### config.mk
export PLATFORM = sky130hd
export DESIGN_NAME = uart_frame_validator
export DESIGN_NICKNAME = d
export VERILOG_FILES = /design/src/hw/rtl/ufv_pkg.sv /design/src/hw/rtl/ufv_cfg_regs.sv /design/src/hw/rtl/ufv_in_stage.sv /design/src/hw/rtl/ufv_parser.sv /design/src/hw/rtl/uart_frame_validator.sv
export SDC_FILE = /design/constraint.sdc
export NUM_CORES = 1
export LEC_CHECK = 0
export ABC_AREA = 1
export CAP_MARGIN = 0
export CORE_MARGIN = 8
export CORE_UTILIZATION = 56
export CTS_BUF_LIST = sky130_fd_sc_hd__clkbuf_8
export DETAILED_ROUTE_END_ITERATION = 16
export DONT_BUFFER_PORTS = 1
export PLACE_DENSITY = 0.74
export SYNTH_ARGS = -nofsm -noshare
export SYNTH_HDL_FRONTEND = slang
export SYNTH_SLANG_ARGS = --single-unit
### constraint.sdc
create_clock -name clk -period 4.59 [get_ports clk]
set_input_delay 0.2295 -clock clk [delete_from_list [all_inputs] [get_ports clk]]
set_output_delay 0.2295 -clock clk [all_outputs]
set_load 0.01 [all_outputs]
### src/hw/rtl/ufv_pkg.sv
// Shared types and codes for the UART frame validator.
package ufv_pkg;

	localparam int unsigned LenW = 17;

	localparam logic [2:0] ST_VALID    = 3'd0;
	localparam logic [2:0] ST_SHORT    = 3'd1;
	localparam logic [2:0] ST_LONG     = 3'd2;
	localparam logic [2:0] ST_HEADER   = 3'd3;
	localparam logic [2:0] ST_CHECKSUM = 3'd4;

	localparam logic [1:0] REG_HEADER_MAGIC  = 2'd0;
	localparam logic [1:0] REG_MIN_FRAME_LEN = 2'd1;
	localparam logic [1:0] REG_MAX_FRAME_LEN = 2'd2;

	localparam logic [LenW-1:0] FRAME_OVERHEAD = 17'd8;
	localparam logic [LenW-1:0] MIN_LEN_RESET  = 17'd8;
	localparam logic [LenW-1:0] MAX_LEN_RESET  = 17'd65543;

	typedef struct packed {
		logic [7:0] data_byte;
		logic       first_byte;
	} in_item_t;

	typedef struct packed {
		logic [2:0]  status;
		logic [7:0]  command;
		logic [15:0] param_length;
		logic [7:0]  computed_xor;
		logic [7:0]  received_xor;
	} out_item_t;

	typedef struct packed {
		logic [31:0]     header_magic;
		logic [LenW-1:0] min_frame_len;
		logic [LenW-1:0] max_frame_len;
	} cfg_t;

endpackage

### src/hw/rtl/ufv_cfg_regs.sv
// Configuration register file of the UART frame validator.
module ufv_cfg_regs (
	input  logic             clk,
	input  logic             arst_n,
	input  logic             cfg_valid,
	output logic             cfg_ready,
	input  logic [1:0]       cfg_index,
	input  logic [31:0]      cfg_data,
	output ufv_pkg::cfg_t    cfg
);
	import ufv_pkg::*;

	cfg_t cfg_q;

	assign cfg_ready = 1'b1;
	assign cfg = cfg_q;

	always_ff @(posedge clk or negedge arst_n) begin
		if (!arst_n) begin
			cfg_q.header_magic  <= '0;
			cfg_q.min_frame_len <= MIN_LEN_RESET;
			cfg_q.max_frame_len <= MAX_LEN_RESET;
		end else if (cfg_valid) begin
			unique case (cfg_index)
				REG_HEADER_MAGIC:  cfg_q.header_magic  <= cfg_data;
				REG_MIN_FRAME_LEN: cfg_q.min_frame_len <= cfg_data[LenW-1:0];
				REG_MAX_FRAME_LEN: cfg_q.max_frame_len <= cfg_data[LenW-1:0];
				default: ;
			endcase
		end
	end

endmodule

### src/hw/rtl/ufv_in_stage.sv
// Input register stage that holds one received byte for the parser.
module ufv_in_stage (
	input  logic              clk,
	input  logic              arst_n,
	input  logic              in_valid,
	output logic              in_stall,
	input  ufv_pkg::in_item_t in_item,
	input  logic              advance,
	output logic              valid_s1,
	output ufv_pkg::in_item_t item_s1
);
	import ufv_pkg::*;

	logic     valid_s1_r;
	in_item_t item_s1_r;

	assign in_stall = valid_s1_r && !advance;
	assign valid_s1 = valid_s1_r;
	assign item_s1  = item_s1_r;

	always_ff @(posedge clk or negedge arst_n) begin
		if (!arst_n) begin
			valid_s1_r <= 1'b0;
		end else if (!in_stall) begin
			valid_s1_r <= in_valid;
		end
	end

	always_ff @(posedge clk) begin
		if (!in_stall && in_valid) begin
			item_s1_r <= in_item;
		end
	end

endmodule

### src/hw/rtl/ufv_parser.sv
// Frame parser state and the registered status output.
module ufv_parser (
	input  logic               clk,
	input  logic               arst_n,
	input  ufv_pkg::cfg_t      cfg,
	input  logic               valid_s1,
	input  ufv_pkg::in_item_t  item_s1,
	output logic               advance,
	output logic               out_valid,
	input  logic               out_stall,
	output ufv_pkg::out_item_t out_item
);
	import ufv_pkg::*;

	localparam logic [2:0] PH_HUNT   = 3'd0;
	localparam logic [2:0] PH_HEADER = 3'd1;
	localparam logic [2:0] PH_CMD    = 3'd2;
	localparam logic [2:0] PH_LENHI  = 3'd3;
	localparam logic [2:0] PH_LENLO  = 3'd4;
	localparam logic [2:0] PH_PARAM  = 3'd5;
	localparam logic [2:0] PH_CSUM   = 3'd6;

	logic [2:0]  phase_q, phase_d;
	logic [15:0] pos_q, pos_d;
	logic [31:0] header_q, header_d;
	logic [7:0]  xor_q, xor_d;
	logic [7:0]  cmd_q, cmd_d;
	logic [15:0] len_q, len_d;

	logic            emit;
	logic [2:0]      status;
	logic [7:0]      rx_xor;
	logic [7:0]      b;
	logic [15:0]     pos_inc;
	logic [LenW-1:0] total;
	logic            take;
	logic            out_valid_q;
	out_item_t       out_item_q;

	assign advance  = !out_valid_q || !out_stall;
	assign take     = valid_s1 && advance;
	assign b        = item_s1.data_byte;
	assign pos_inc  = pos_q + 16'd1;
	assign total    = FRAME_OVERHEAD + {1'b0, len_q[15:8], b};

	always_comb begin
		phase_d  = phase_q;
		pos_d    = pos_q;
		header_d = header_q;
		xor_d    = xor_q;
		cmd_d    = cmd_q;
		len_d    = len_q;
		emit     = 1'b0;
		status   = ST_VALID;
		rx_xor   = 8'd0;
		if (item_s1.first_byte) begin
			header_d = {24'd0, b};
			xor_d    = b;
			pos_d    = 16'd1;
			cmd_d    = 8'd0;
			len_d    = 16'd0;
			phase_d  = PH_HEADER;
		end else begin
			unique case (phase_q)
				PH_HEADER: begin
					header_d = {header_q[23:0], b};
					xor_d    = xor_q ^ b;
					pos_d    = pos_inc;
					if (pos_inc >= 16'd4) begin
						phase_d = PH_CMD;
					end
				end
				PH_CMD: begin
					cmd_d   = b;
					xor_d   = xor_q ^ b;
					phase_d = PH_LENHI;
				end
				PH_LENHI: begin
					len_d   = {b, 8'd0};
					xor_d   = xor_q ^ b;
					phase_d = PH_LENLO;
				end
				PH_LENLO: begin
					len_d = {len_q[15:8], b};
					xor_d = xor_q ^ b;
					if (total < cfg.min_frame_len) begin
						emit   = 1'b1;
						status = ST_SHORT;
					end else if (total > cfg.max_frame_len) begin
						emit   = 1'b1;
						status = ST_LONG;
					end else if (header_q != cfg.header_magic) begin
						emit   = 1'b1;
						status = ST_HEADER;
					end
					if (emit) begin
						phase_d = PH_HUNT;
					end else begin
						pos_d   = 16'd0;
						phase_d = ({len_q[15:8], b} == 16'd0) ? PH_CSUM : PH_PARAM;
					end
				end
				PH_PARAM: begin
					xor_d = xor_q ^ b;
					pos_d = pos_inc;
					if (pos_inc >= len_q) begin
						phase_d = PH_CSUM;
					end
				end
				PH_CSUM: begin
					emit    = 1'b1;
					status  = (xor_q == b) ? ST_VALID : ST_CHECKSUM;
					rx_xor  = b;
					phase_d = PH_HUNT;
				end
				default: phase_d = PH_HUNT;
			endcase
		end
	end

	always_ff @(posedge clk or negedge arst_n) begin
		if (!arst_n) begin
			phase_q     <= PH_HUNT;
			pos_q       <= '0;
			header_q    <= '0;
			xor_q       <= '0;
			cmd_q       <= '0;
			len_q       <= '0;
			out_valid_q <= 1'b0;
		end else if (advance) begin
			out_valid_q <= take && emit;
			if (take) begin
				phase_q  <= phase_d;
				pos_q    <= pos_d;
				header_q <= header_d;
				xor_q    <= xor_d;
				cmd_q    <= cmd_d;
				len_q    <= len_d;
			end
		end
	end

	always_ff @(posedge clk) begin
		if (take && emit) begin
			out_item_q.status       <= status;
			out_item_q.command      <= cmd_d;
			out_item_q.param_length <= len_d;
			out_item_q.computed_xor <= xor_d;
			out_item_q.received_xor <= rx_xor;
		end
	end

	assign out_valid = out_valid_q;
	assign out_item  = out_item_q;

endmodule

### src/hw/rtl/uart_frame_validator.sv
// Top level of the UART frame validator.
// The block takes one received byte per clock cycle while in_stall is low and gives at most
// one status per byte: an accepted byte is held in the input register, and the parser
// writes its status into the output register. A frame reports either an early status on its
// second length byte or a final checksum status on its last byte. The output register and the
// input register together let a new byte enter while a status waits to be taken.
// Configuration writes are always ready and take effect at the next cycle.
module uart_frame_validator (
	input  logic                clk,
	input  logic                arst_n,
	input  logic                in_valid,
	output logic                in_stall,
	input  ufv_pkg::in_item_t   in_item,
	output logic                out_valid,
	input  logic                out_stall,
	output ufv_pkg::out_item_t  out_item,
	input  logic                cfg_valid,
	output logic                cfg_ready,
	input  logic [1:0]          cfg_index,
	input  logic [31:0]         cfg_data
);
	import ufv_pkg::*;

	cfg_t     cfg;
	logic     advance;
	logic     valid_s1;
	in_item_t item_s1;

	ufv_cfg_regs u_cfg (
		.clk       (clk),
		.arst_n    (arst_n),
		.cfg_valid (cfg_valid),
		.cfg_ready (cfg_ready),
		.cfg_index (cfg_index),
		.cfg_data  (cfg_data),
		.cfg       (cfg)
	);

	ufv_in_stage u_in (
		.clk      (clk),
		.arst_n   (arst_n),
		.in_valid (in_valid),
		.in_stall (in_stall),
		.in_item  (in_item),
		.advance  (advance),
		.valid_s1 (valid_s1),
		.item_s1  (item_s1)
	);

	ufv_parser u_parser (
		.clk       (clk),
		.arst_n    (arst_n),
		.cfg       (cfg),
		.valid_s1  (valid_s1),
		.item_s1   (item_s1),
		.advance   (advance),
		.out_valid (out_valid),
		.out_stall (out_stall),
		.out_item  (out_item)
	);

	a_stall_needs_held_byte: assert property (@(posedge clk) disable iff (!arst_n)
		in_stall |-> (valid_s1 && out_valid && out_stall))
		else $error("Input stalled without a held byte and a blocked output.");

	a_valid_status_matches_xor: assert property (@(posedge clk) disable iff (!arst_n)
		(out_valid && out_item.status == ST_VALID) |->
		(out_item.computed_xor == out_item.received_xor))
		else $error("Valid status given with mismatching checksums.");

	a_early_status_no_checksum: assert property (@(posedge clk) disable iff (!arst_n)
		(out_valid && (out_item.status == ST_SHORT || out_item.status == ST_LONG ||
		out_item.status == ST_HEADER)) |-> (out_item.received_xor == 8'd0))
		else $error("Early status carries a checksum byte.");

	a_status_in_range: assert property (@(posedge clk) disable iff (!arst_n)
		out_valid |-> (out_item.status <= ST_CHECKSUM))
		else $error("Status code out of range.");

endmodule
==> results of run 1 <==
per-layer routing:
layer | GRT usage [%] | vias to the layer above | routed length [µm]
met5 | 0 | - | 0
met4 | 8.17 | 0 | 706
met3 | 5.44 | 53 | 2010
met2 | 35.1 | 299 | 12400
met1 | 29.6 | 4043 | 11500
li1 | - | 4235 | -
power breakdown:
part / switching, mW / total, mW / internal (mW)
clock: 0.732 / 1.59 / 0.855
sequential: 0.273 / 2.44 / 2.17
combinational: 0.938 / 1.44 / 0.507
total: 1.94 / 5.47 / 3.53
through the flow:
stage / utilization (%) / hold slack [ps] / cell area, µm² / std cells
floorplan: - / -66.1 / 10700 / 1286
global placement: 57.9 / -53.6 / 10800 / 1488
detailed placement: 57.9 / -55.1 / 10800 / 1488
CTS: 64.0 / 314 / 12000 / 1594
global route: 64.0 / 324 / 12000 / 1594
finish: 64.0 / 348 / 12000 / 1594
path summary, 6_finish.rpt:
check / start / end / slack (ps) / cells after the start
hold / removal: in_item[0] / u_in.item_s1[0]$_DFFE_PP_ / 350 / 1
setup / recovery: u_in.item_s1[5]$_DFFE_PP_ / u_parser.out_item[38]$_DFFE_PP_ / 700 / 20
setup reg to reg: u_in.item_s1[5]$_DFFE_PP_ / u_parser.out_item[38]$_DFFE_PP_ / 700 / 20
max in group asynchronous: arst_n / u_parser.xor_q[1]$_DFFE_PN0P_ / 3580 / 2
min in group asynchronous: arst_n / u_cfg.cfg[7]$_DFFE_PN0P_ / 420 / 2
hold reg to reg: u_cfg.cfg[7]$_DFFE_PN0P_ / u_cfg.cfg[7]$_DFFE_PN0P_ / 490 / 2
final cells by class:
cell class,count,area share [%]
Sequential cell,203,44.6
Multi-Input combinational cell,835,36.3
Inverter,210,6.62
Clock buffer,40,4.60
Timing Repair Buffer,51,4.39
Tap cell,234,2.44
Clock inverter,21,1.00
kinds of logic after synthesis:
kind of cell | count (synthesis)
AND/OR/NAND/NOR | 529
other | 1
flip-flops | 203
AO/OA/AOI/OAI | 229
XOR/XNOR | 22
buffers and inverters | 248
multiplexers | 2
adder cells (fa/ha/maj) | 52
state kept, by name (all words and copies together), names as in the netlist, 3 cells and up:
name,cells
u_cfg.cfg,66
u_in.item_s1,9
u_parser.cmd_q,8
u_parser.header_q,32
u_parser.len_q,16
u_parser.out_item,43
u_parser.phase_q,3
u_parser.pos_q,16
u_parser.xor_q,8
worst register-to-register path: stages (launching register included):
cell and delay (ps):
edfxtp_1 440, ha_1 230, nand3_1 170, nor3_1 300
nand3_1 180, nor3_1 200, xor2_1 170, inv_1 80
ha_1 270, nand2_1 70, nor2_1 130, inv_1 60
a21oi_1 120, nor2_1 60, nand3_1 150, nand3_2 100
nand2_2 90, nand2_1 60, nand2_1 110, clkinv_1 320
buf_12 310
cells in the final DEF, fill, tap and decap left out, types with 5 or more instances in the layout:
cell / synthesis / layout
clkbuf_8: 0 / 40
a21oi_1: 50 / 50
nand3_1: 47 / 47
o32ai_1: 7 / 7
nand2_1: 346 / 345
o21ai_1: 14 / 14
dlygate4sd3_1: 0 / 44
xor2_1: 14 / 14
o21ai_0: 133 / 133
inv_1: 194 / 206
o211ai_1: 9 / 9
nor3_1: 5 / 5
dfstp_2: 5 / 5
dfrtp_1: 146 / 146
xnor2_1: 8 / 8
edfxtp_1: 52 / 52
o21ai_2: 8 / 8
ha_1: 52 / 52
nor2_1: 88 / 88
buf_4: 2 / 5
nand4_1: 16 / 16
nand3_2: 10 / 10
inv_2: 14 / 14
what timing repair did:
item / 4_1_cts / 5_1_grt
endpoints found under the setup margin: 0 / 0
endpoints found under the hold margin: 228 / 0
hold buffers: 45 / 0
==> summary.txt, run 1 <==
Power and ir drop
  • Power Dens Cells: 457 nW/µm²
  • Overall power: 5.47 mW
  • Worst vdd ir: approximately 0.20 mV
  • Leak: between 5 and 6 nW

Floorplanning
  • Core Area: around 19000 µm²
  • I/O Pins: 94
  • Rows: 50
  • Initial Util: 57.1%
  • Die X: 154 µm
  • Die height: 154 µm
  • Die ar.: 23700 µm²

Timing
  • Minimum clock period: roughly 4000 ps
  • Setup violators final: 0
  • Setup TNS: 0 ps
  • Worst-Margin Slew: 1170 ps
  • Unrepaired setup endpoints after global routing: no
  • Clock skew: approximately 14 ps
  • Max-slew headroom: a little over a fifth
  • Fin crit share: 84.7%
  • Max Slew Vio Count: 0
  • Final worst slack: 703 ps
  • Final Hold Vio Count: 0
  • Achievable clock frequency: 257 MHz

Cells and area
  • Final nets: around 1400
  • Fillers: 1571
  • Storage cell area: roughly 5300 µm²
  • Antenna cell count: 0
  • Layout area overhead: 12.1%
  • Fraction of layout cells with a size suffix above 1: 7.87%
  • Area of the multi-input gates: 4350 µm²

Synthesis
  • Synth Cell Area: 10700 µm²
  • Number of flops mapped to enable cells by yosys: 52
  • Synth top area cells: dfrtp_1 (34%), edfxtp_1 (15%), nand2_1 (12%)
  • Synth Instances: about 1300
  • Yosys warns: 0
  • Most numerous cell in the Yosys netlist: nand2_1
  • Top cell type's share of synthesized area: roughly a third
  • Commonest cells post-synth: nand2_1 (346), inv_1 (194), dfrtp_1 (146)
  • Adder-cell share of the synthesized area: under 10%
  • Xor/xnor share of the synthesized area: 1.80%
  • Post-synthesis mux area share: 0.211%
  • Synth Area in Compound Gates: about an eighth
  • Unique cell type count in the Yosys netlist: 42
  • Yosys top cell by area: dfrtp_1
  • Ys async rst share: 74.4%
  • Net Count, Synth: 1386
  • Post-Synth Simple-Gate Area: a little over a fifth
  • FF+latch count, synth: 203
  • Largest family of logic cells by synthesized area: simple AND/OR/NAND/NOR gates
  • Most used DFF post-synth: dfrtp_1
  • Mapped Avg Cell Area: 8.31 µm²
  • Register area share after synthesis: 50.1%

Drt
  • Vias: 8630
  • Initial DRT Pass Iterations: 5
  • Routed Antenna Nets: 0
  • Drt total wl: 26600 µm
  • Initial DRC count: 820
  • Vias per inst: ~5.4
  • DRC viols: 0
  • Routed WL per cell: between 15 and 20 µm

Worst setup path
  • Crit end category: flip-flop
  • Critical Path AT: approximately 4100 ps
  • Crit-path cells: ha_1 -> nand3_1 -> nor3_1 -> nand3_1 -> nor3_1 -> xor2_1 -> inv_1 -> ha_1 -> nand2_1 -> nor2_1 -> inv_1 -> a21oi_1 -> nor2_1 -> nand3_1 -> nand3_2 -> nand2_2 -> nand2_1 -> nand2_1 -> clkinv_1 -> buf_12
  • WP buf/inv: 4
  • Crit path max-delay family: simple AND/OR/NAND/NOR gates
  • Crit path kind: flip-flop to flip-flop
  • Startpoint types: flip-flop
  • CP max FO: 37
  • CP max-delay cell: edfxtp_1
  • Worst path max stage delay: 440 ps
  • Critical Path RT: 4840 ps

GRT
  • GRT overflow: 0
  • Number of global-route vias before repair: 8197
  • Overall Global Routing Usage: 22.4%
  • Largest net degree at the start of global routing: 152
  • First-pass GRT wire length: 42800 µm
  • Initial antenna violation count: 0

CTS
  • Root Driver: clkbuf_8
  • Post-CTS resize count: 0
  • CTS tree: yes
  • Clock latency on the worst-skew pair: 520 ps
  • TritonCTS buffer count: 35
  • Post-CTS Setup Bufs: 0
  • H-tree lvl count: 2
  • Clock buffer depth: 3
  • CTS clk-pin slew, worst paths: approximately 60 ps
  • CTS sink cnt: 203

Placed design
  • DP HPWL: 18500 µm
  • Port Buffers: 0
  • GP Congestion: 0.943
  • Place WS: 766 ps

Hold path
  • Hold Crit Class: input pin to flip-flop

Job
  • Max-cap violations: 0

Status
  • Status: finished, final reports clean
No activity file was read; power rests on OpenSTA's default activity.
==> run 2, diff against run 1 <==
--- a/config.mk
+++ b/config.mk
@@ -5,7 +5,7 @@
 export SDC_FILE = /design/constraint.sdc
 export NUM_CORES = 1
 export LEC_CHECK = 0
-export ABC_AREA = 1
+export ABC_AREA = 0
 export CAP_MARGIN = 0
 export CORE_MARGIN = 8
 export CORE_UTILIZATION = 56
==> constraint.sdc (replaced) <==
create_clock -name clk -period 3.7 [get_ports clk]
set_input_delay 0.185 -clock clk [delete_from_list [all_inputs] [get_ports clk]]
set_output_delay 0.185 -clock clk [all_outputs]
set_load 0.01 [all_outputs]
==> run 2 against run 1 <==
  * Via count is 11% lower
  * Clock-buffer cell count stayed put
  * Synthesized area decreased by 1.4%
  * Largest power group unchanged
  * Highest routed layer is now met5
==> summary.txt, run 2 <==
Drt
  • Drt total wl: 25700 µm
  • Vias: ~7700
  • Initial DRC count: 660
  • Routed Antenna Nets: 0
  • Vias per inst: 5.85
  • Routed WL per cell: 19.7 µm
  • Initial DRT Pass Iterations: 6
  • DRC viols: 0

Power and ir drop
  • Leak: 5.17 nW
  • Worst vdd ir: ~0.36 mV
  • Power Dens Cells: 596 nW/µm²

CTS
  • CTS clk-pin slew, worst paths: around 60 ps
  • CTS sink cnt: 203
  • Clock buffer depth: 3
  • CTS tree: yes
  • TritonCTS buffer count: 37
  • Post-CTS resize count: 0
  • H-tree lvl count: 2
  • Root Driver: clkbuf_8
  • Clock latency on the worst-skew pair: 540 ps

Worst setup path
  • FF-to-FF path depth: 14
  • CP max FO: 36
  • Critical Path AT: 3700 ps
  • Worst r2r src: u_parser.len_q[10]$_DFFE_PN0P_
  • Critical Path RT: 3910 ps
  • Worst reg2reg setup slack: 210 ps
  • Worst R2R End: u_parser.out_item[15]$_DFFE_PP_
  • Startpoint types: flip-flop
  • Crit path kind: flip-flop to flip-flop
  • Crit end category: flip-flop

Cells and area
  • Fraction of layout cells with a size suffix above 1: 17.0%
  • Fillers: 1449
  • Final nets: 1144
  • Layout area overhead: 14.5%
  • Commonest non-fill, non-tap cell in the layout: nand2_1
  • Area of the multi-input gates: about 4800 µm²
  • Final Non-Filler Cells: 1308
  • Storage cell area: 5350 µm²
  • Max reg flops: 66
  • Most frequent cells in the layout: nand2_1 (154), dfrtp_1 (146), mux2_2 (81), inv_1 (76), o21ai_0 (57)

Floorplanning
  • Die X: 153 µm
  • Die ar.: 23400 µm²
  • I/O Pins: 94
  • Initial Util: 56.7%
  • Rows: 50
  • Core Area: 18600 µm²
  • Die height: 153 µm

Synthesis
  • Ys async rst share: 74.4%
  • Most used DFF post-synth: dfrtp_1
  • Mapped Avg Cell Area: 10.7 µm²
  • Net Count, Synth: ~1100
  • FF+latch count, synth: 203
  • Largest family of logic cells by synthesized area: simple AND/OR/NAND/NOR gates
  • Post-synthesis mux area share: 8.86%
  • Post-Synth Simple-Gate Area: 13.9%
  • Commonest cells post-synth: nand2_1 (154), dfrtp_1 (146), mux2_2 (81)
  • Number of flops mapped to enable cells by yosys: 52
  • Yosys top cell by area: dfrtp_1
  • Unique cell type count in the Yosys netlist: between 60 and 70
  • Synth Cell Area: 10500 µm²
  • Xor/xnor share of the synthesized area: 5.33%
  • Adder-cell share of the synthesized area: 6.18%
  • Synth top area cells: dfrtp_1 (35%), edfxtp_1 (15%), mux2_2 (8.7%)
  • Synth Area in Compound Gates: a little over a tenth
  • Register area share after synthesis: between 50% and 60%
  • Synth Instances: 985
  • Yosys warns: 0
  • Most numerous cell in the Yosys netlist: nand2_1
  • Top cell type's share of synthesized area: 34.7%

Timing
  • Minimum clock period: 3490 ps
  • Final Hold Vio Count: 0
  • Max Slew Vio Count: 0
  • Max-slew headroom: 27.2%
  • Setup TNS: 0 ps
  • Fin crit share: between 90% and 100%
  • Setup violators final: 0
  • Achievable clock frequency: approximately 290 MHz
  • Unrepaired setup endpoints after global routing: no
  • Worst-Margin Slew: 1090 ps
  • Clock skew: 24.8 ps

Status
  • Status: finished, final reports clean

Hold path
  • Hold depth: 1
  • Hold Path End: u_in.item_s1[0]$_DFFE_PP_
  • Hold Crit Class: input pin to flip-flop
  • Hold path start: in_valid

Placed design
  • DP HPWL: 17800 µm
  • Port Buffers: 0
  • DP Cell Count: 1188
  • GP Congestion: 0.882

GRT
  • Largest net degree at the start of global routing: 152
  • Overall Global Routing Usage: a little over a fifth
  • Initial antenna violation count: 2
  • GRT overflow: 0
  • Number of global-route vias before repair: 7555
  • First-pass GRT wire length: 41200 µm

Job
  • Max-cap violations: 0
run 2: timing repair:
action | CTS | global route
setup buffers | 0 | 2
setup endpoints to repair | 0 | 25
hold buffers | 49 | 0
endpoints found under the hold margin | 228 | 0
run 2: cells by family after synthesis:
family / Yosys count
compound gates: 171
xor+xnor: 64
fa+ha+maj: 52
buf+inv: 112
flops: 203
mux: 83
other cells: 1
simple gates: 299
run 2: layout make-up:
cell class,instances,share of cell area [%]
antenna,1,0.0208
clock buffer,40,4.57
clock inverter,28,1.49
inverter,60,1.87
multi-input combinational,670,39.5
sequential,203,44.3
tap,234,2.43
timing repair buffer,72,5.75
run 2: stage by stage:
| stage | util (%) | setup WS [ps] | hold slack (ps) | power (mW) | cell area [µm²] |
|---|---|---|---|---|---|
| after CTS | 64.8 | 187 | 161 | 7.21 | 12000 |
| after detailed placement | 58.1 | 223 | -103 | 5.00 | 10800 |
| final | 64.9 | 211 | 171 | 7.18 | 12100 |
| after global placement | 58.1 | 307 | -104 | 4.93 | 10800 |
| after floorplan | - | 60.6 | -111 | 4.51 | 10600 |
| after global routing | 64.9 | 6.74 | 160 | 7.60 | 12100 |
run 2: worst max path at each step:
stage | from | endpoint | slack (ps) | depth (start not counted)
after floorplan | u_parser.len_q[10]$_DFFE_PN0P_ | u_parser.out_item[0]$_SDFFCE_PP0P_ | 60 | 13
after global placement | u_parser.len_q[10]$_DFFE_PN0P_ | u_parser.out_item[2]$_SDFFCE_PP0P_ | 310 | 14
after detailed placement | u_in.item_s1[5]$_DFFE_PP_ | u_parser.out_item[0]$_SDFFCE_PP0P_ | 220 | 13
after CTS | u_in.item_s1[5]$_DFFE_PP_ | u_parser.out_item[15]$_DFFE_PP_ | 190 | 13
after global routing | u_in.item_s1[6]$_DFFE_PP_ | u_parser.out_item[42]$_SDFFCE_PP0P_ | 7 | 13
final | u_parser.len_q[10]$_DFFE_PN0P_ | u_parser.out_item[15]$_DFFE_PP_ | 210 | 14
run 2: layer usage:
layer  vias up  routed length, µm  GRT usage, %  share of wire (%)
li1       3610                  -             -                  -
met3        58               1510          5.02                5.9
met4         2                939          9.75                3.6
met5         -                  8             0              0.031
met2       236              12300          35.4                 48
met1      3745              11000          27.6                 43
run 2: worst max-delay path, stage by stage (launching register included):
cell and delay (ps):
dfrtp_1 430, inv_1 110, nor3_2 260, and3_1 220
nand2_1 70, xnor2_1 220, ha_1 290, a21o_1 180
a21o_1 180, a221oi_2 230, o31ai_2 160, nor3b_2 190
nand2b_1 180, a21oi_4 170, buf_12 250
run 2: where the power goes:
part           total (mW)  internal (mW)  switching (mW)
Sequential           3.20           2.75           0.446
Clock                2.11           1.15           0.961
Combinational        1.88          0.856            1.02
Total                7.18           4.76            2.43
